==> config.mk <==
export PLATFORM = sky130hd
export DESIGN_NAME = stcf_prep
export DESIGN_NICKNAME = d
export VERILOG_FILES = /design/src/rtl/stcf_pkg.sv /design/src/rtl/stcf_prep.sv
export SDC_FILE = /design/constraint.sdc
export NUM_CORES = 1
export LEC_CHECK = 0
export BUFFER_PORTS_ARGS = -buffer_cell sky130_fd_sc_hd__buf_2
export CORE_MARGIN = 2
export CORE_UTILIZATION = 35
export CTS_BUF_LIST = sky130_fd_sc_hd__clkbuf_4 sky130_fd_sc_hd__clkbuf_8 sky130_fd_sc_hd__clkbuf_16
export DETAILED_ROUTE_END_ITERATION = 7
export PLACE_DENSITY = 0.53
export REMOVE_ABC_BUFFERS = 1
export SLEW_MARGIN = 40
export SYNTH_ARGS = -nofsm -noshare
export SYNTH_HDL_FRONTEND = slang
export SYNTH_SLANG_ARGS = --single-unit
==> constraint.sdc <==
create_clock -name clk_i -period 6.1 [get_ports clk_i]
set_input_delay 0.61 -clock clk_i [delete_from_list [all_inputs] [get_ports clk_i]]
set_output_delay 0.61 -clock clk_i [all_outputs]
set_load 0.05 [all_outputs]
==> src/rtl/stcf_pkg.sv <==
package stcf_pkg;

  localparam int unsigned VecW     = 16;
  localparam int unsigned PosW     = 21;
  localparam int unsigned OrgW     = 14;
  localparam int unsigned SizeW    = 13;
  localparam int unsigned MagW     = 17;
  localparam int unsigned DvsW     = 18;
  localparam int unsigned QuoW     = 21;
  localparam int unsigned NumW     = 37;
  localparam int unsigned PosFrac  = 8;
  localparam int unsigned MaxFace  = 4096;
  localparam int unsigned SizeRst  = 1024;
  localparam int unsigned PosOff   = 128;

  localparam logic [2:0] FacePosX = 3'd0;
  localparam logic [2:0] FaceNegX = 3'd1;
  localparam logic [2:0] FacePosY = 3'd2;
  localparam logic [2:0] FaceNegY = 3'd3;
  localparam logic [2:0] FacePosZ = 3'd4;
  localparam logic [2:0] FaceNegZ = 3'd5;

  typedef struct packed {
    logic [2:0]      face;
    logic [OrgW-1:0] ocol;
    logic [OrgW-1:0] orow;
    logic            zero;
  } side_t;

  typedef struct packed {
    logic [MagW-1:0] rem;
    logic [QuoW-1:0] num;
    logic [QuoW-1:0] quo;
  } lane_t;

  typedef struct packed {
    side_t           side;
    logic [DvsW-1:0] dvs;
    lane_t           col;
    lane_t           row;
  } divw_t;

endpackage

==> src/rtl/stcf_prep.sv <==
module stcf_prep (
  input  logic                             clk_i,
  input  logic                             rst_ni,
  input  logic                             en0_i,
  input  logic                             en1_i,
  input  logic                             valid_i,
  input  logic signed [stcf_pkg::VecW-1:0] x_i,
  input  logic signed [stcf_pkg::VecW-1:0] y_i,
  input  logic signed [stcf_pkg::VecW-1:0] z_i,
  input  logic [stcf_pkg::SizeW-1:0]       size_i,
  output logic                             valid0_o,
  output logic                             valid1_o,
  output stcf_pkg::divw_t                  data_o
);

  localparam int unsigned MW = stcf_pkg::MagW;
  localparam int unsigned SW = stcf_pkg::SizeW;

  logic signed [MW-1:0] sx, sy, sz, cu, cv;
  logic [MW-1:0] ax, ay, az, dm;
  logic signed [MW:0] su, sv;
  logic xsel, ysel, zero;
  logic [SW-1:0] a;
  stcf_pkg::side_t side;

  logic [MW-1:0] scol_q, srow_q, d_q;
  logic [SW-1:0] a_q;
  stcf_pkg::side_t side_q;
  logic v0_q, v1_q;
  stcf_pkg::divw_t data_q;

  logic [29:0] pc, pr;
  logic [stcf_pkg::NumW-1:0] nc, nr;

  always_comb begin
    sx = MW'(x_i);
    sy = MW'(y_i);
    sz = MW'(z_i);
    ax = sx[MW-1] ? MW'(-sx) : MW'(sx);
    ay = sy[MW-1] ? MW'(-sy) : MW'(sy);
    az = sz[MW-1] ? MW'(-sz) : MW'(sz);
    zero = (ax == '0) && (ay == '0) && (az == '0);
    xsel = (ax >= ay) && (ax >= az);
    ysel = !xsel && (ay >= az);
    if (size_i == '0) begin
      a = SW'(1);
    end else if (size_i > SW'(stcf_pkg::MaxFace)) begin
      a = SW'(stcf_pkg::MaxFace);
    end else begin
      a = size_i;
    end
    side.zero = zero;
    if (xsel) begin
      dm = ax;
      if (x_i > 0) begin
        side.face = stcf_pkg::FacePosX; cu = -sz; cv = -sy;
        side.ocol = stcf_pkg::OrgW'({a, 1'b0}); side.orow = stcf_pkg::OrgW'(a);
      end else begin
        side.face = stcf_pkg::FaceNegX; cu = sz; cv = -sy;
        side.ocol = '0; side.orow = stcf_pkg::OrgW'(a);
      end
    end else if (ysel) begin
      dm = ay;
      if (y_i > 0) begin
        side.face = stcf_pkg::FacePosY; cu = sx; cv = sz;
        side.ocol = stcf_pkg::OrgW'(a); side.orow = '0;
      end else begin
        side.face = stcf_pkg::FaceNegY; cu = sx; cv = -sz;
        side.ocol = stcf_pkg::OrgW'(a); side.orow = stcf_pkg::OrgW'({a, 1'b0});
      end
    end else begin
      dm = az;
      if (z_i > 0) begin
        side.face = stcf_pkg::FacePosZ; cu = sx; cv = -sy;
        side.ocol = stcf_pkg::OrgW'(a); side.orow = stcf_pkg::OrgW'(a);
      end else begin
        side.face = stcf_pkg::FaceNegZ; cu = -sx; cv = -sy;
        side.ocol = stcf_pkg::OrgW'(3 * a); side.orow = stcf_pkg::OrgW'(a);
      end
    end
    if (zero) begin
      dm = MW'(1);
    end
    su = (MW + 1)'(cu) + (MW + 1)'(dm);
    sv = (MW + 1)'(cv) + (MW + 1)'(dm);
  end

  always_ff @(posedge clk_i or negedge rst_ni) begin
    if (!rst_ni) begin
      v0_q <= 1'b0;
      v1_q <= 1'b0;
    end else begin
      if (en0_i) v0_q <= valid_i;
      if (en1_i) v1_q <= v0_q;
    end
  end

  always_ff @(posedge clk_i) begin
    if (en0_i) begin
      scol_q <= su[MW-1:0];
      srow_q <= sv[MW-1:0];
      d_q    <= dm;
      a_q    <= a;
      side_q <= side;
    end
  end

  // scaled numerator plus half the divisor, so the quotient rounds to nearest
  always_comb begin
    pc = 30'(scol_q) * 30'(a_q);
    pr = 30'(srow_q) * 30'(a_q);
    nc = stcf_pkg::NumW'({pc, {stcf_pkg::PosFrac{1'b0}}}) + stcf_pkg::NumW'(d_q);
    nr = stcf_pkg::NumW'({pr, {stcf_pkg::PosFrac{1'b0}}}) + stcf_pkg::NumW'(d_q);
  end

  always_ff @(posedge clk_i) begin
    if (en1_i) begin
      data_q.side    <= side_q;
      data_q.dvs     <= {d_q, 1'b0};
      data_q.col.rem <= MW'(nc[stcf_pkg::NumW-1:stcf_pkg::QuoW]);
      data_q.col.num <= nc[stcf_pkg::QuoW-1:0];
      data_q.col.quo <= '0;
      data_q.row.rem <= MW'(nr[stcf_pkg::NumW-1:stcf_pkg::QuoW]);
      data_q.row.num <= nr[stcf_pkg::QuoW-1:0];
      data_q.row.quo <= '0;
    end
  end

  assign valid0_o = v0_q;
  assign valid1_o = v1_q;
  assign data_o   = data_q;

endmodule

Yosys cells after proc, flatten, opt, wreduce, memory -nomap -nowiden
Index checks and enable logic that the tools add are counted.
- register bits: 221
- bits in latches: 0
- bits in writable memories: 0
- memory bits (read-only): 0
- input bits: 66
- output and inout bits: 170
- logic and storage cells: 65
- memories kept: 0
- add/subtract/negate cells: 7
- multiply operators: 3
- div/mod/pow operators: 0
- order comparisons: 7
- equal/unequal tests: 0
- shifts and indexed selects: 0
- multiplexer cells: 20
- bitwise logic cells: 0
- reductions and logical operators: 9
- operators with widths (operator ; count):
    17-bit two-way mux ; 13
    29-bit two-way mux ; 3
    37-bit by 17-bit adder with 37-bit output ; 2
    31-bit two-way mux ; 2
    17-bit by 13-bit multiplier with 29-bit output ; 2
    17-bit >= comparator ; 3
    17-bit logical NOT ; 3
    16-bit negation with 17-bit output ; 3
    16-bit by 1-bit > comparator with 1-bit output, second input constant ; 3
    17-bit adder ; 2
    13-bit two-way mux ; 2
    2-bit by 13-bit multiplier with 14-bit output, first input constant ; 1
    13-bit > comparator, second input constant ; 1
    13-bit logical NOT ; 1
    1-bit logical AND ; 4
    1-bit logical NOT ; 1

Logic depth before layout (Yosys ltp)
- depth in word-level cells: 10
- gate-level depth with buffers: 35
- depth with buffers taken out: 33

Worst setup path after synthesis
Ideal clock, no wire load.
- path type: input to register
- start: input port x_i[0] (netlist bit)
- end: register srow_q[16] (data pin)
- setup time: 260 ps
- arrival: 6535 ps
- data required time: 5840 ps
- setup slack: -695 ps
- stages: 31
- buffers on the path: 3
- cells stage by stage: inv_1 -> ha_1 -> nand2_1 -> or2_1 -> or4_1 -> o31ai_1 -> xor2_1 -> inv_1 -> ha_1 -> a21o_1 -> a21oi_1 -> nor2b_1 -> o21ai_0 -> a21oi_1 -> a2111o_1 -> nand2_1 -> buf_2 -> buf_1 -> buf_1 -> a21oi_1 -> ha_1 -> nor2b_1 -> o21ai_1 -> a21boi_1 -> o21ai_1 -> a21oi_1 -> a41o_1 -> o41a_1 -> a311o_1 -> a31oi_1 -> xnor2_1
- longest elaborated chain between the ends: 10
- elaborated cells on any way between the ends: 16
- classes of those cells: add/sub: 2; order compare: 2; mux: 6; reduce/logical: 6
- RTL lines (what ; line ; RTL):
    start, declared ; stcf_prep.sv:7 ; input logic signed [stcf_pkg::VecW-1:0] x_i,
    16-bit negation with 17-bit output ; stcf_prep.sv:39 ; ax = sx[MW-1] ? MW'(-sx) : MW'(sx);
    17-bit two-way mux * ; stcf_prep.sv:39 ;
    17-bit >= comparator ; stcf_prep.sv:43 ; xsel = (ax >= ay) && (ax >= az);
    1-bit logical AND ; stcf_prep.sv:43 ;
    1-bit logical NOT ; stcf_prep.sv:44 ; ysel = !xsel && (ay >= az);
    1-bit logical AND ; stcf_prep.sv:44 ;
    17-bit two-way mux ; stcf_prep.sv:62 ; end else if (ysel) begin
    17-bit two-way mux ; stcf_prep.sv:53 ; if (xsel) begin
    17-bit two-way mux * ; stcf_prep.sv:81 ; if (zero) begin
    net dm[2] ; stcf_prep.sv:20 ; logic [MW-1:0] ax, ay, az, dm;
    17-bit adder * ; stcf_prep.sv:85 ; sv = (MW + 1)'(cv) + (MW + 1)'(dm);
    net sv[16] ; stcf_prep.sv:21 ; logic signed [MW:0] su, sv;
    end signal, assigned ; stcf_prep.sv:101 ; srow_q <= sv[MW-1:0];
    end, declared ; stcf_prep.sv:26 ; logic [MW-1:0] scol_q, srow_q, d_q;
The timed path passes the listed nets; every way through them passes the cells marked *.
A chain may end at the register's enable or synchronous reset.

Final worst setup path
- start: register a_q[1]
- end: register data_q, in the netlist data_o[55] (data pin)
- longest elaborated chain between the ends: 2
- RTL lines (what ; line ; RTL):
    start, declared ; stcf_prep.sv:27 ; logic [SW-1:0] a_q;
    start signal, assigned ; stcf_prep.sv:103 ; a_q <= a;
    17-bit by 13-bit multiplier with 29-bit output ; stcf_prep.sv:111 ; pr = 30'(srow_q) * 30'(a_q);
    37-bit by 17-bit adder with 37-bit output ; stcf_prep.sv:113 ; nr = stcf_pkg::NumW'({pr, {stcf_pkg::PosFrac{1'b0}}}) + stcf_pkg::NumW'(d_q);
    net nr (one bit) ; stcf_prep.sv:33 ; logic [stcf_pkg::NumW-1:0] nc, nr;
    end, declared ; stcf_prep.sv:30 ; stcf_pkg::divw_t data_q;
The timed path passes the listed nets, and every way through them passes these cells.

==> tab_implementation.tex <==
\begin{tabular}{lr}
\hline
Metric & Value \\
\hline
\multicolumn{2}{l}{\textbf{Setup path}} \\
Slowest stage delay, CP & 530 ps \\
Critical path class & register to register \\
Worst path most repeated cell & fa\_1 \\
Data arrival time of the critical path & 6480 ps \\
Critical path fanouts, max & 23 \\
Slowest CP cell & fa\_1 \\
Endpoint class of the critical path & register \\
Kind of start point of the critical path & register \\
Required arrival time at the worst endpoint & 6420 ps \\
Buffer and inverter count on the worst path & 8 \\
Crit-path leading delay family & adder cells \\
\multicolumn{2}{l}{\textbf{Floorplan}} \\
FP Rows & approximately 110 \\
Vert. Die Dim & 291 um \\
Total Die Area & approximately 0.085 mm2 \\
Effective utilization at floorplan & 35.3\% \\
Die X & about 290 um \\
Floorplan Core Area & 0.0818 mm2 \\
I/O pin total & 236 \\
\multicolumn{2}{l}{\textbf{Global routing}} \\
Vias in the first global route & 23,379 \\
Congestion Overflow GR & 0 \\
Largest net degree at the start of global routing & 70 \\
Number of antenna violations at the first check in global routing & 4 \\
Overall Global Routing Usage & 19.2\% \\
Global-route wire length before repair & 129 mm \\
\multicolumn{2}{l}{\textbf{Detailed routing}} \\
Aggregate routed wire length & 82.0 mm \\
Remaining antenna violation count & 0 \\
Initial drt markers & 1,128 \\
First-pass detailed-route iteration total & 7 \\
Residual DRC count & 0 \\
Count of vias placed by the detailed router & 23,041 \\
Ratio of routed vias to standard cells & 4.74 \\
Average wire per standard cell & about 17 um \\
\multicolumn{2}{l}{\textbf{Run status}} \\
Outcome & finished, violations left \\
Violated checks & setup timing \\
\multicolumn{2}{l}{\textbf{Synthesis}} \\
Netlist Area Pre-Place & just under 0.03 mm2 \\
Yosys warnings & 0 \\
Number of synthesized flops with an enable pin & 203 \\
Library cell with the largest summed area after synthesis & fa\_1 \\
\#FFs+latches synth & 205 \\
Synth Area per Inst & 9.15 um2 \\
Async S/R FF share, synth & 0.976\% \\
Synth top area share & 23.1\% \\
Sequential element share of the synthesized area & 21.3\% \\
Gate count after technology mapping & 3,156 \\
Main area contributors after synthesis & fa\_1, edfxtp\_1, ha\_1, inv\_1, and2\_1 \\
Yosys cell types & 89 \\
Most used flip-flop cell after synthesis & edfxtp\_1 \\
\multicolumn{2}{l}{\textbf{Placed design}} \\
Port-buffer cells & 190 \\
HPWL after DPL & 67.9 mm \\
Final estimated routing congestion in global placement & 0.927 \\
Number of placed instances with taps included & 4,783 \\
\multicolumn{2}{l}{\textbf{STA}} \\
Post-route fraction of the period consumed by the critical path & 101\% \\
Post-route clock skew & 25.4 ps \\
Max-slew violations & 0 \\
Final Critical Period & 6160 ps \\
Unrepaired setup endpoints after global routing & yes \\
Final setup violating endpoints & 3 \\
Peak clock frequency supported by timing & 162 MHz \\
Final-report hold violation count & 0 \\
Slack of the critical path & -59.7 ps \\
Transition time of the tightest slew-check pin & 717 ps \\
Worst rel slew slack & 51.7\% \\
\multicolumn{2}{l}{\textbf{Clock network}} \\
Root Driver & clkbuf\_16 \\
Clock-pin transition on the worst setup and hold timing paths & 60 ps \\
Clk Latency, worst-skew pair & 580 ps \\
H-tree levels & 1 \\
Clock Path Buffers & 3 \\
\# clock sinks & slightly above 200 \\
CTS tree & done \\
Clock buffers created by TritonCTS & 26 \\
\multicolumn{2}{l}{\textbf{Flow run}} \\
Reported max-cap violation count & 0 \\
\multicolumn{2}{l}{\textbf{Cells and area}} \\
Final-stage net count & $\sim$4,400 \\
Area Growth Syn to Fin & 26.4\% \\
Final Non-Filler Cells & slightly below 5,000 \\
Share of cells above drive strength 1 & around a quarter \\
\multicolumn{2}{l}{\textbf{Hold path}} \\
Worst min path class & input port to register \\
\hline
\end{tabular}
[flip-flops by register name, summed over array words and instances, names as in the netlist]
name and count:
srow_q 17, valid0_o 1, side_q 32, a_q 13
d_q 17, scol_q 17, valid1_o 1, data_o 107
[synthesized netlist by cell type (4+ instances only)]
| master | instances |
|---|---|
| o21ai_0 | 80 |
| o21bai_1 | 15 |
| buf_4 | 61 |
| and2_1 | 225 |
| ha_1 | 268 |
| and4_1 | 5 |
| edfxtp_1 | 203 |
| nand2_1 | 371 |
| o41ai_1 | 11 |
| or3_1 | 23 |
| or4_1 | 8 |
| nand3_1 | 42 |
| mux2i_1 | 25 |
| nand4_1 | 18 |
| fa_1 | 333 |
| inv_1 | 530 |
| nor2b_1 | 20 |
| o2111ai_1 | 6 |
| o31ai_1 | 4 |
| xor2_1 | 87 |
| xnor2_1 | 136 |
| buf_2 | 13 |
| a21o_1 | 37 |
| mux2_2 | 7 |
| buf_1 | 9 |
| nor3_1 | 42 |
| o21a_1 | 16 |
| and3_1 | 12 |
| a211oi_1 | 10 |
| o211ai_1 | 20 |
| a211o_1 | 6 |
| a21boi_0 | 6 |
| or2_2 | 7 |
| a21oi_1 | 132 |
| nand2b_1 | 26 |
| a31oi_1 | 14 |
| o21ai_1 | 9 |
| nor2_1 | 116 |
| nor4_1 | 10 |
| clkbuf_1 | 111 |
[layout by cell type, fill, tap and decap left out, drive strengths merged, types with 118 or more instances in the layout]
| cell | n |
|---|---|
| edfxtp | 203 |
| fa | 333 |
| and2 | 225 |
| a21oi | 135 |
| nor2 | 118 |
| ha | 268 |
| buf | 742 |
| nand2 | 374 |
| inv | 533 |
| xnor2 | 136 |
[timing repair]
item                                    CTS  global route
setup buffers                            12            20
endpoints found under the hold margin     2             0
endpoints found under the setup margin   32            41
pin swaps                                26            68
resized for setup                        71           143
hold buffers                              1             0
[cells by family after synthesis]
logic type / count (synthesis) / share of synthesized area (%)
adders and majority gates: 601 / 34.7
buffers and inverters: 728 / 10.4
other: 1 / 0.0130
and+or+nand+nor: 957 / 16.6
muxes: 32 / 1.14
DFF: 205 / 21.3
xor gates and xnor gates: 225 / 6.88
AOI/OAI and AO/OA: 407 / 9.05
[path summary, 6_finish.rpt]
check                      startpoint          end  slack, ps  depth (start not counted)
setup / recovery               a_q[1]   data_o[55]        -60                         25
hold / removal                valid_i     valid0_o        270                          2
setup reg to reg               a_q[1]   data_o[55]        -60                         25
hold reg to reg            side_q[17]  data_o[153]        420                          0
max in group asynchronous      rst_ni     valid1_o       5660                          2
min in group asynchronous      rst_ni     valid0_o        350                          2
[per-layer routing]
metal  share of wire (%)  vias to the layer above  track usage (%)  wire length, um
li1                    -                    11305                -                -
met1                  46                    11209             26.3            37600
met2                  48                      442             32.7            39200
met3                 4.5                       81             2.11             3670
met4                 1.9                        4             4.13             1540
met5               0.033                        -                0               27
[stage by stage]
step	TNS, ps	cell area, um2	utilization (%)	hold slack [ps]	setup WS [ps]
final	-142	36500	44.6	266	-59.7
after CTS	-155	35700	43.6	228	-63.9
after floorplan	-52020	28000	-	314	-2320
after global routing	-4750	36500	44.6	247	-389
after detailed placement	-14200	34500	42.1	401	-1010
after global placement	-11830	34500	42.1	401	-873
[layout make-up]
type                            count  area (um2)
Fill cell                        8093       45400
Multi-Input combinational cell   2267       20700
Sequential cell                   205        6150
Timing Repair Buffer              743        5450
Inverter                          532        2000
Tap cell                         1070        1340
Clock buffer                       30         681
Clock inverter                     13         109
Antenna cell                        3        7.51
Power is not shown: default switching activity piles up to over one toggle a cycle in this logic, so the estimate is an artifact.
