[src/rtl/stcf_pkg.sv]
package stcf_pkg;

  localparam int unsigned VecW     = 16;
  localparam int unsigned PosW     = 21;
  localparam int unsigned OrgW     = 14;
  localparam int unsigned SizeW    = 13;
  localparam int unsigned MagW     = 17;
  localparam int unsigned DvsW     = 18;
  localparam int unsigned QuoW     = 21;
  localparam int unsigned NumW     = 37;
  localparam int unsigned PosFrac  = 8;
  localparam int unsigned MaxFace  = 4096;
  localparam int unsigned SizeRst  = 1024;
  localparam int unsigned PosOff   = 128;

  localparam logic [2:0] FacePosX = 3'd0;
  localparam logic [2:0] FaceNegX = 3'd1;
  localparam logic [2:0] FacePosY = 3'd2;
  localparam logic [2:0] FaceNegY = 3'd3;
  localparam logic [2:0] FacePosZ = 3'd4;
  localparam logic [2:0] FaceNegZ = 3'd5;

  typedef struct packed {
    logic [2:0]      face;
    logic [OrgW-1:0] ocol;
    logic [OrgW-1:0] orow;
    logic            zero;
  } side_t;

  typedef struct packed {
    logic [MagW-1:0] rem;
    logic [QuoW-1:0] num;
    logic [QuoW-1:0] quo;
  } lane_t;

  typedef struct packed {
    side_t           side;
    logic [DvsW-1:0] dvs;
    lane_t           col;
    lane_t           row;
  } divw_t;

endpackage

[src/rtl/stcf_div_cell.sv]
module stcf_div_cell (
  input  logic            clk_i,
  input  logic            rst_ni,
  input  logic            en_i,
  input  logic            valid_i,
  input  stcf_pkg::divw_t data_i,
  output logic            valid_o,
  output stcf_pkg::divw_t data_o
);

  logic valid_q;
  stcf_pkg::divw_t data_q, data_d;
  logic [stcf_pkg::DvsW-1:0] tc, tr, rc, rr;
  logic gc, gr;

  always_comb begin
    tc = {data_i.col.rem, data_i.col.num[stcf_pkg::QuoW-1]};
    tr = {data_i.row.rem, data_i.row.num[stcf_pkg::QuoW-1]};
    gc = tc >= data_i.dvs;
    gr = tr >= data_i.dvs;
    rc = gc ? tc - data_i.dvs : tc;
    rr = gr ? tr - data_i.dvs : tr;
    data_d = data_i;
    data_d.col.rem = rc[stcf_pkg::MagW-1:0];
    data_d.row.rem = rr[stcf_pkg::MagW-1:0];
    data_d.col.num = {data_i.col.num[stcf_pkg::QuoW-2:0], 1'b0};
    data_d.row.num = {data_i.row.num[stcf_pkg::QuoW-2:0], 1'b0};
    data_d.col.quo = {data_i.col.quo[stcf_pkg::QuoW-2:0], gc};
    data_d.row.quo = {data_i.row.quo[stcf_pkg::QuoW-2:0], gr};
  end

  always_ff @(posedge clk_i or negedge rst_ni) begin
    if (!rst_ni) begin
      valid_q <= 1'b0;
    end else if (en_i) begin
      valid_q <= valid_i;
    end
  end

  always_ff @(posedge clk_i) begin
    if (en_i) begin
      data_q <= data_d;
    end
  end

  assign valid_o = valid_q;
  assign data_o  = data_q;

endmodule

[config.mk]
export PLATFORM = sky130hd
export DESIGN_NAME = stcf_div_cell
export DESIGN_NICKNAME = d
export VERILOG_FILES = /design/src/rtl/stcf_pkg.sv /design/src/rtl/stcf_div_cell.sv
export SDC_FILE = /design/constraint.sdc
export NUM_CORES = 1
export LEC_CHECK = 0
export BUFFER_PORTS_ARGS = -buffer_cell sky130_fd_sc_hd__buf_2
export CAP_MARGIN = 20
export CORE_MARGIN = 3
export CORE_UTILIZATION = 41
export DETAILED_ROUTE_END_ITERATION = 10
export GPL_TIMING_DRIVEN = 1
export HOLD_SLACK_MARGIN = 0.15
export PLACE_DENSITY = 0.81
export SETUP_SLACK_MARGIN = 0.5
export SLEW_MARGIN = 0
export SYNTH_ARGS = -nofsm -noshare
export SYNTH_HDL_FRONTEND = slang
export SYNTH_SLANG_ARGS = --single-unit
[constraint.sdc]
create_clock -name clk_i -period 0.89 [get_ports clk_i]
set_input_delay 0.0445 -clock clk_i [delete_from_list [all_inputs] [get_ports clk_i]]
set_output_delay 0.0445 -clock clk_i [all_outputs]
set_load 0.02 [all_outputs]
### Yosys cells after proc, flatten, opt, wreduce, memory -nomap -nowiden

Cells that the tools add are included.

* add/sub/neg operators: 2
* order comparisons: 2
* mux-type cells: 2

Operators with widths (number)
* greater-or-equal comparator 18 bit: 2
* two-way mux 17 bit: 2
* subtractor 17 bit: 2

* register bits after elaboration: 167
* input bits: 172
* output and inout port bits: 169

### Depth between registers and ports, before layout

Gate-level depths: netlist of run 1.

* depth in word-level cells: 2
* gate-level depth with buffers: 12
* depth with buffers taken out: 11

### Worst setup path after synthesis of run 1

OpenSTA, ideal clock, no wires.

* path kind: in2reg
* from: input data_i[41] (netlist bit)
* to: register data_q, in the netlist data_o[54] (data pin)
* setup time: 260 ps
* arrival: 2294 ps
* required time: 630 ps
* setup slack: -1664 ps
* stages: 12
* path buffers: 1
* cells stage by stage: inv_1 > ha_1 > inv_1 > fa_1 > a21o_1 > a221oi_2 > o21ai_2 > o221a_4 > nor2_8 > inv_4 > buf_6 > mux2_4

* longest elaborated chain between the ends: 2
* elaborated cells between the ends (all ways): 3

RTL lines
* start: declaration: line stcf_div_cell.sv:6 `input stcf_pkg::divw_t data_i,`
* greater-or-equal comparator 18 bit: line stcf_div_cell.sv:20 `gr = tr >= data_i.dvs;`
* net gr: line stcf_div_cell.sv:14 `logic gc, gr;`
* two-way mux 17 bit: line stcf_div_cell.sv:22 `rr = gr ? tr - data_i.dvs : tr;`
* net rr (one bit): line stcf_div_cell.sv:13 `logic [stcf_pkg::DvsW-1:0] tc, tr, rc, rr;`
* end signal: assignment: line stcf_div_cell.sv:42 `data_q <= data_d;`
* end: declaration: line stcf_div_cell.sv:12 `stcf_pkg::divw_t data_q, data_d;`

The timed path passes the listed nets, and every way through them passes these cells.
A chain may end at the register's enable or synchronous reset.

### Worst setup path in the final report of run 1

* from: input data_i[41] (netlist bit)
* to: register data_q, in the netlist data_o[56] (data pin)

* longest elaborated chain between the ends: 2
* elaborated cells between the ends (all ways): 3

RTL lines (line)
* subtractor 17 bit or greater-or-equal comparator 18 bit (tied branches): stcf_div_cell.sv:22, stcf_div_cell.sv:20
* two-way mux 17 bit *: stcf_div_cell.sv:22
* net rr (one bit): stcf_div_cell.sv:13

The timed path passes the listed nets; every way through them passes the cells marked *.

==> results of run 1 <==
[through the flow]
stage	util [%]	worst slack [ns]	power (mW)	std cells
5_1_grt	71.50	-1.121	24.24	1243
2_1_floorplan	-	-1.442	12.42	501
3_5_place_dp	60.71	-1.533	14.96	1195
6_report	71.51	-1.060	23.44	1244
4_1_cts	69.12	-1.028	22.98	1237
3_3_place_gp	60.71	-1.496	14.85	1195
[cell type report]
type	instances	area share, %
repair inverters	1	0.03003
well taps	225	2.252
diodes	3	0.06007
clock buffers	17	3.404
inverters	29	1.201
multi-input cells	294	20.17
repair buffers	493	31.56
flip-flops and latches	167	40.09
clock inverters	15	1.221
[per-layer routing]
layer | share of wire, % | up-vias | global-route usage [%]
met4 | 3.4 | 8 | 9.893
li1 | - | 2942 | -
met1 | 36 | 3170 | 30.05
met3 | 8.5 | 64 | 8.706
met2 | 52 | 359 | 47.78
met5 | 0.22 | - | 0
[power groups by stage]
stage                     clock [mW]  sequential, mW  combinational (mW)
after floorplan                    0            10.8                1.60
after global placement             0            9.85                5.00
after detailed placement           0            9.87                5.09
after CTS                       7.29            9.82                5.87
after global routing            7.71            9.94                6.59
final                           7.28            9.89                6.27
[critical path: stages]
cell      delay [ns]
buf_12          0.11
inv_12          0.04
ha_4            0.12
inv_2           0.04
fa_2            0.38
a21o_1          0.22
a221oi_4        0.28
o21ai_2         0.10
o221a_4         0.26
nor2_8          0.17
inv_6           0.07
mux2_4          0.30
[flip-flops by register name, indices dropped and copies added, names as in the netlist]
signal,flops
data_o,166
valid_o,1
[repair_timing]
item,4_1_cts,5_1_grt
gates resized for setup,246,105
setup buffers,8,4
pin swaps,14,9
endpoints found under the setup margin,204,204
gates cloned,1,0
hold endpoints to repair,188,183
[cells by family (layout without fill, tap and decap cells)]
family,count (synthesis),count (layout),synth area share [%]
DFF,167,167,67.89
adders and majority gates,38,38,6.646
buffers and inverters,40,555,2.374
and+or+nand+nor,107,107,7.596
AOI/OAI and AO/OA,109,109,10.22
muxes,19,19,2.967
xor gates and xnor gates,19,19,2.255
other,1,5,0.05082
[synth_stat cells, types with 3 or more instances]
master    number  share of area (%)
edfxtp_1     166                 68
ha_1          36                6.1
a21oi_1       32                2.2
inv_1         27                1.4
nor2_1        24                1.2
nand3_1       21                1.4
nand2_1       16               0.81
mux2_2        15                2.3
o21ai_0       15                1.0
xnor2_1       15                1.8
a21o_1        11                1.1
nor3_1        11               0.75
o21a_1         8               0.81
clkbuf_1       6               0.31
o31ai_1        6               0.61
a21boi_0       5               0.51
nand2b_1       5               0.42
nor2b_1        5               0.42
and2_1         4               0.34
and3_1         4               0.34
o211ai_1       4               0.41
xor2_1         4               0.47
a31oi_1        3               0.25
a41oi_1        3               0.36
buf_4          3               0.31
nand4_1        3               0.25
or3_1          3               0.25
[how the worst min path moves through the flow]
| stage | endpoint | slack, ns | depth (start not counted) |
|---|---|---|---|
| floorplan | valid_o | -0.25 | 0 |
| global placement | valid_o | -0.18 | 1 |
| detailed placement | valid_o | -0.17 | 1 |
| CTS | data_o[141] | -0.23 | 1 |
| global route | data_o[68] | -0.24 | 1 |
| finish | data_o[68] | -0.22 | 1 |
==> results.toml, run 1 <==
[finish]
layout_common_cells = "buf_2, edfxtp_1, buf_6"
layout_commonest_cell = "buf_2"
drive_gt1_share_pct = 58.56
syn_to_final_growth_pct = 69.36
multi_input_area_um2 = 2521
register_area_um2 = 5011
post-route-cell-area_um2 = 12500
final_nets = 1213
fillers = 1120

[power_and_ir_drop]
netSwitchingPower_mw = 7.055
internal-power_mw = 16.39
seqPwrFrac_pct = 42.2
power_frac_comb_pct = 26.8
p_leak_nw = 5.511
ir_worst_vdd_v = 0.001458
switching_share_pct = 30.10
powerDensity_nw_per_um2 = 1876
clockPowerShare_pct = 31.1

[setup_path]
cp_max_fo = 5
worstSetupEndpointType = "flop"
required_ns = 1.07
reg2reg_setup_slack_ns = 0.07
crit_type = "in -> reg"
r2r-end = "valid_o"
r2r_cells = 1
cp.arrival_ns = 2.13
rr_startpoint = "valid_o"
worstSetupStartpointType = "primary input"
critPathLaunch = "data_i[41]"
crit_end = "data_o[56]"

[worst_hold_path]
min-delay-start = "data_i[67]"
min_path_type = "in -> reg"

[outcome]
status = "finished, violations left"
violations = "hold timing, setup timing"

[cts]
cts.sinks = 167
clkLatencyLatePin_ns = 0.43
clock_path_buffers = 2
cts_hold_buf = 1
numCtsBuffers = 17
cts_root_buffer = "clkbuf_16"
cts.clk_slew.worst_paths_ns = 0.08
cts_tree = "done"
h-tree-depth = 4

[sta]
hold_viol = 139
finalSetupTns_ns = -55.13
slew_violations = 0
clock-skew-final_ns = 0
holdWs_ns = -0.2240
max_freq_mhz = 512.7
rsz0062_at_grt = "true"
finalSetupViolCount = 203
fin_crit_ns = 1.950
min_period_over_period_pct = 219.2
fin_ws_ns = -1.060

[detailed_routing]
ant_nets = 0
route.detailed.drc = 0
first_iter_violations = 415
num_vias = 6543
routed_wirelength_um = 27980
first_pass_iters = 7
via_per_inst = 5.260
post_drt_wl_per_cell_um = 22.49

[global_route]
grt_first_pass_wirelength_um = 39300
overflow = 0
grt_use_total_pct = 26.86
grt_max_degree = 22
antenna_found_initial = 6
grt_pass1_vias = 6674

[logic_synthesis]
synth-seq-cells = 167
synth_edf_count = 166
ys_seq_area_share_pct = 67.89
netlist_instances = 500
async_reset_ff_share_pct = 0.5988
ys_types = 62
synth_area_per_cell_um2 = 14.76
ys.flop_type = "edfxtp_1"
yosysWarningCount = 0
synth_area_um2 = 7380

[die]
rows = 48
dieArea_um2 = 19640
design.portCount = 341
die_h_um = 140.2
coreArea_um2 = 17480
initial_core_util_pct = 42.23
fp.dieW_um = 140.2

[placed_design]
placed_cell_area_um2 = 10610
place_congestion = 0.9110
portBuffers = 336
hpwl_um = 20450

[flow_run]
cap_violations = 0
No activity file was read; power rests on OpenSTA's default activity.
==> run 2: changes to the inputs <==
--- a/config.mk
+++ b/config.mk
@@ -6,14 +6,14 @@
 export NUM_CORES = 1
 export LEC_CHECK = 0
 export BUFFER_PORTS_ARGS = -buffer_cell sky130_fd_sc_hd__buf_2
-export CAP_MARGIN = 20
 export CORE_MARGIN = 3
 export CORE_UTILIZATION = 41
 export DETAILED_ROUTE_END_ITERATION = 10
 export GPL_TIMING_DRIVEN = 1
 export HOLD_SLACK_MARGIN = 0.15
-export PLACE_DENSITY = 0.81
+export PLACE_DENSITY = 0.83
 export SETUP_SLACK_MARGIN = 0.5
+export SKIP_LAST_GASP = 1
 export SLEW_MARGIN = 0
 export SYNTH_ARGS = -nofsm -noshare
 export SYNTH_HDL_FRONTEND = slang
==> constraint.sdc (replaced) <==
create_clock -name clk_i -period 1.7 [get_ports clk_i]
set_input_delay 0.085 -clock clk_i [delete_from_list [all_inputs] [get_ports clk_i]]
set_output_delay 0.085 -clock clk_i [all_outputs]
set_load 0.02 [all_outputs]
==> run 2 against run 1 <==
Compared with the run above:
- the flow finishes with violations (setup timing)
- non-clock buffer count grew 158
- hold slack gained 0.39 ns
- critical endpoint unchanged
- clock skew is the same
- cell count grew 13%
- sequential power shrank 49%
- power shrank 48%
- die area is the same
- highest routed layer unchanged
- register-to-register slack gained 0.85 ns
==> results.toml, run 2 (synthesis gave the netlist of run 1 again) <==
[global_route]
grt_max_degree = 50
overflow = 0
grt_pass1_vias = 7657
grt_use_total_pct = 30.72
grt_first_pass_wirelength_um = 45410
antenna_found_initial = 2

[sta]
worst_pin_slew_ns = 0.5552
hold_viol = 0
slew_violations = 0
finalSetupViolCount = 35
fin_ws_ns = -0.2624
rsz0062_at_grt = "true"
clock-skew-final_ns = 0
max_freq_mhz = 509.6
min_period_over_period_pct = 115.4
slew_headroom_pct = 62.64
fin_crit_ns = 1.962
holdWs_ns = 0.1629

[die]
fp.dieW_um = 140.2
design.portCount = 341
rows = 48
dieArea_um2 = 19640
coreArea_um2 = 17480
die_h_um = 140.2
initial_core_util_pct = 42.23

[finish]
final_nets = 1371
finalNonFillerCells = 1400
layout_commonest_cell = "buf_2"
fillers = 1060
layout_common_cells = "buf_2, edfxtp_1, dlygate4sd3_1"
largest_register_ff_count = 166
multi_input_area_um2 = 2630
drive_gt1_share_pct = 51.70
register_area_um2 = 5010
syn_to_final_growth_pct = 80.13

[outcome]
violations = "setup timing"
status = "finished, violations left"

[placed_design]
place_congestion = 0.9521
dp.cells = 1182
hpwl_um = 20240
portBuffers = 336

[setup_path]
crit_type = "in -> reg"
required_ns = 1.87
cp_slowest_cell = "fa_2"
worstSetupStartpointType = "primary input"
critPathBufInv = 4
cp_max_fo = 5
max_stage_delay_ns = 0.35
crit_chain = "buf_12 -> inv_12 -> ha_4 -> inv_2 -> fa_2 -> a21o_1 -> a221oi_4 -> o21ai_2 -> o221a_4 -> nor2_8 -> inv_6 -> mux2_4"
cp.arrival_ns = 2.13
worstSetupEndpointType = "flop"
cp_top_family = "compound AO/OA/AOI/OAI gates"

[flow_run]
cap_violations = 0

[power_and_ir_drop]
ir_worst_vdd_v = 0.0006722
p_leak_nw = 5.851
powerDensity_nw_per_um2 = 920.4

[detailed_routing]
via_per_inst = 5.217
routed_wirelength_um = 31140
first_iter_violations = 544
num_vias = 7304
post_drt_wl_per_cell_um = 22.24
ant_nets = 0
route.detailed.drc = 0
first_pass_iters = 5

[worst_hold_path]
min_path_type = "in -> reg"

[cts]
clock_path_buffers = 2
cts_tree = "done"
numCtsBuffers = 17
cts.clk_slew.worst_paths_ns = 0.06
cts.sinks = 167
cts_root_buffer = "clkbuf_16"
clkLatencyLatePin_ns = 0.42
h-tree-depth = 4
## run 2: cell types whose count changed in the layout (fill, tap and decap cells not counted), sizes merged
cell,before,now
diode,3,1
dlygate4sd3,1,164
buf,492,487
## run 2: layout make-up
type                       instances  share of cell area [%]
multi-input combinational        294                   19.79
antenna                            1                 0.01883
clock inverter                    15                   1.148
clock buffer                      17                   3.200
inverter                          29                   1.148
timing repair buffer             651                   34.85
timing repair inverter             1                 0.04706
tap                              225                   2.118
sequential                       167                   37.69
## run 2: what timing repair did
item                                    CTS  global route
pin swaps                                19            13
endpoints found under the setup margin   36           173
endpoints found under the hold margin   189             0
cloned                                    1             0
resized for setup                        50            46
buffers inserted                         16             4
hold buffers                            164             0
## run 2: where the power goes
part	internal, mW	leakage (nW)	switching (mW)	total, mW
sequential	4.98	1.64	0.120	5.09
combinational	1.55	3.93	1.78	3.32
clock	1.96	0.281	1.86	3.82
total	8.48	5.85	3.75	12.2
## run 2: per-stage QoR
stage          TNS [ns]  utilization (%)  worst slack (ns)  power, mW  instance area [um2]
6_report         -6.316            76.06           -0.2624      12.23                13290
5_1_grt          -7.569            76.05           -0.2936      12.65                13290
4_1_cts          -5.645            74.45           -0.2799      12.01                13010
3_5_place_dp     -23.81            59.79           -0.7670      7.789                10450
3_3_place_gp     -21.31            59.79           -0.7283      7.736                10450
2_1_floorplan    -14.02                -           -0.6726      6.501                 7512
## run 2: tightest hold or removal path, stage by stage
cell and delay, ns:
buf_2 0.10, buf_4 0.10, nor3_2 0.04, a41oi_2 0.14
## run 2: final timing paths
check / start / endpoint / slack (ns) / cells past startpoint
max: data_i[41] / data_o[56] / -0.26 / 12
min: data_i[52] / data_o[53] / 0.16 / 4
max in group asynchronous: rst_ni / valid_o / 1.10 / 3
max reg2reg: valid_o / valid_o / 0.92 / 1
min reg2reg: valid_o / valid_o / 0.56 / 1
min in group asynchronous: rst_ni / valid_o / 0.50 / 3
## run 2: layer usage
layer	global-route usage [%]	vias to the layer above	share of wire, %
met5	0	-	0.080
met4	17.24	4	6.1
met3	7.136	106	7.6
met2	51.61	447	50
met1	36.35	3488	36
li1	-	3259	-
==> run 3: changes to the inputs <==
--- a/config.mk
+++ b/config.mk
@@ -5,13 +5,14 @@
 export SDC_FILE = /design/constraint.sdc
 export NUM_CORES = 1
 export LEC_CHECK = 0
+export ABC_AREA = 1
 export BUFFER_PORTS_ARGS = -buffer_cell sky130_fd_sc_hd__buf_2
 export CORE_MARGIN = 3
 export CORE_UTILIZATION = 41
 export DETAILED_ROUTE_END_ITERATION = 10
 export GPL_TIMING_DRIVEN = 1
 export HOLD_SLACK_MARGIN = 0.15
-export PLACE_DENSITY = 0.83
+export PLACE_DENSITY = 0.82
 export SETUP_SLACK_MARGIN = 0.5
 export SKIP_LAST_GASP = 1
 export SLEW_MARGIN = 0
==> run 3 against run 2 <==
Compared with the run above:
- global-route usage up 0.16 points
- the flow now finishes without violations
- synthesized cell count up 48%
- cell area up 8.8%
==> results.toml, run 3 <==
[placed_design]
portBuffers = 336
hpwl_um = 21110
placed_cell_area_um2 = 10790
dp.cells = 1390
place_congestion = 0.9356

[sta]
min_period_over_period_pct = 82.90
finalSetupTns_ns = 0
finalSetupViolCount = 0
slew_violations = 0
holdWs_ns = 0.2026
hold_viol = 0
fin_crit_ns = 1.409
rsz0062_at_grt = "true"
clock-skew-final_ns = 0
max_freq_mhz = 709.6

[detailed_routing]
wl_met1_um = 12430
top_layer_used = "met5"
num_vias = 8273
route.detailed.drc = 0
first_pass_iters = 5
dr_wl_met3_um = 2914
first_iter_violations = 590
ant_nets = 0
post_drt_wl_per_cell_um = 21.21
met2WireLength_um = 17120
via_per_inst = 5.038
routed_wirelength_um = 34830

[cts]
cts.clk_slew.worst_paths_ns = 0.08
numCtsBuffers = 17
cts_tree = "done"
h-tree-depth = 4
clkLatencyLatePin_ns = 0.42
clock_path_buffers = 2
cts_root_buffer = "clkbuf_16"
cts.sinks = 167

[setup_path]
crit_type = "in -> reg"
required_ns = 1.88
worstSetupEndpointType = "flop"
cp_max_fo = 7
cp.arrival_ns = 1.59
worstSetupStartpointType = "primary input"

[logic_synthesis]
ys_types = 37
synth_top_area_cell = "edfxtp_1"
async_reset_ff_share_pct = 0.5988
synth.top_cell.area_share_pct = 62.45
synth_area_leaders = "edfxtp_1, nand2_1, ha_1, inv_1, nand3_1"
yosys.area_share.simple_pct = 21.07
synth-seq-cells = 167
synth_area_um2 = 7983
synthMuxAreaShare_pct = 0.1411
yosys.area_share.xor_xnor_pct = 1.536
netlist_instances = 742
synth_compound_area_share_pct = 1.724
yosysMostFrequentCell = "nand2_1"
synthAdderAreaFrac_pct = 6.144
ys.flop_type = "edfxtp_1"
ys_seq_area_share_pct = 62.76
synth_edf_count = 166
yosysWarningCount = 0
synth_area_per_cell_um2 = 10.76
yosys-top-cells-count = "nand2_1, edfxtp_1, inv_1"
synth_top_family_by_area = "simple AND/OR/NAND/NOR gates"

[finish]
final_nets = 1576
layout_commonest_cell = "buf_2"
post-route-cell-area_um2 = 14470
syn_to_final_growth_pct = 81.21
finalNonFillerCells = 1642
fillers = 1160
largest_register_ff_count = 166
fin_util_pct = 76.56
layout_common_cells = "buf_2, nand2_1, dlygate4sd3_1"
drive_gt1_share_pct = 50.47

[die]
initial_core_util_pct = 42.25
coreArea_um2 = 18890
design.portCount = 341
die_h_um = 145.5
dieArea_um2 = 21180
rows = 50
fp.dieW_um = 145.5

[power_and_ir_drop]
ir_worst_vdd_v = 0.0008129
powerDensity_nw_per_um2 = 881.9
p_leak_nw = 6.812

[global_route]
grt_use_total_pct = 30.88
grt_first_pass_wirelength_um = 49560
overflow = 0
grt_pass1_vias = 8364
grt_max_degree = 54
antenna_found_initial = 6

[flow_run]
cap_violations = 0

[worst_hold_path]
min_path_type = "in -> reg"

[outcome]
status = "finished clean"
==> run 3: cell count changes in the layout (fill, tap and decap cells not counted), sizes merged, moves of 6 or more <==
cell and change:
a21o -12, a21oi -10, buf -48, inv +89
mux2 -16, nand2 +259, nand3 +39, o21a -6
o21ai -16, o31ai -6, xnor2 -14, xor2 +9
==> run 3: power breakdown <==
part / leakage (nW) / internal, mW / switching, mW
registers: 1.63 / 4.98 / 0.121
clock network: 0.294 / 1.99 / 1.92
logic: 4.88 / 1.59 / 2.17
==> run 3: critical path, cell delays in order <==
cell,delay [ns]
buf_12,0.11
inv_12,0.04
ha_4,0.12
inv_4,0.04
fa_2,0.42
buf_6,0.14
nand3_4,0.06
nand3_4,0.11
nand2_8,0.19
nand2_8,0.12
nand2_4,0.08
nand2_2,0.06
==> run 3: cell type report <==
cell class                 count  area (um2)  area share, %
antenna                        3       7.507        0.05190
clock buffer                  17       425.4          2.941
clock inverter                15       175.2          1.211
inverter                     119       541.8          3.745
multi-input combinational    454        3593          24.84
sequential                   167        5010          34.63
tap                          260       325.3          2.249
timing repair buffer         607        4387          30.33
==> run 3: stage by stage <==
step                      power (mW)  setup WS (ns)
after floorplan                6.690        0.01885
after global placement         7.778        -0.1374
after detailed placement       7.829        -0.1682
after CTS                      12.37         0.3251
after global routing           13.21         0.2649
final                          12.76         0.2908
==> run 3: final timing paths <==
check                             from     endpoint  depth (start not counted)  slack [ns]
setup reg to reg               valid_o      valid_o                          1        0.92
hold reg to reg                valid_o      valid_o                          1        0.55
hold / removal             data_i[118]  data_o[101]                          5        0.20
max in group asynchronous       rst_ni      valid_o                          3        1.11
setup / recovery            data_i[41]   data_o[57]                         12        0.29
min in group asynchronous       rst_ni      valid_o                          3        0.49
==> run 3: what timing repair did <==
action / CTS / global route
resized for setup: 138 / 95
setup buffers: 23 / 17
hold buffers: 167 / 1
cloned: 9 / 0
endpoints found under the setup margin: 35 / 36
endpoints found under the hold margin: 174 / 1
pin swaps: 79 / 61
==> run 3: routing by layer <==
metal  up-vias  GRT usage [%]
met3       136          9.685
li1       3707              -
met5         -              0
met4         8          16.33
met2       528          52.96
met1      3894          34.54
==> run 3: cells by family after synthesis <==
kind of cell | Yosys count
AO/OA/AOI/OAI | 25
XOR/XNOR | 14
adder cells (fa/ha/maj) | 38
buffers and inverters | 128
flip-flops | 167
multiplexers | 1
other | 1
AND/OR/NAND/NOR | 368
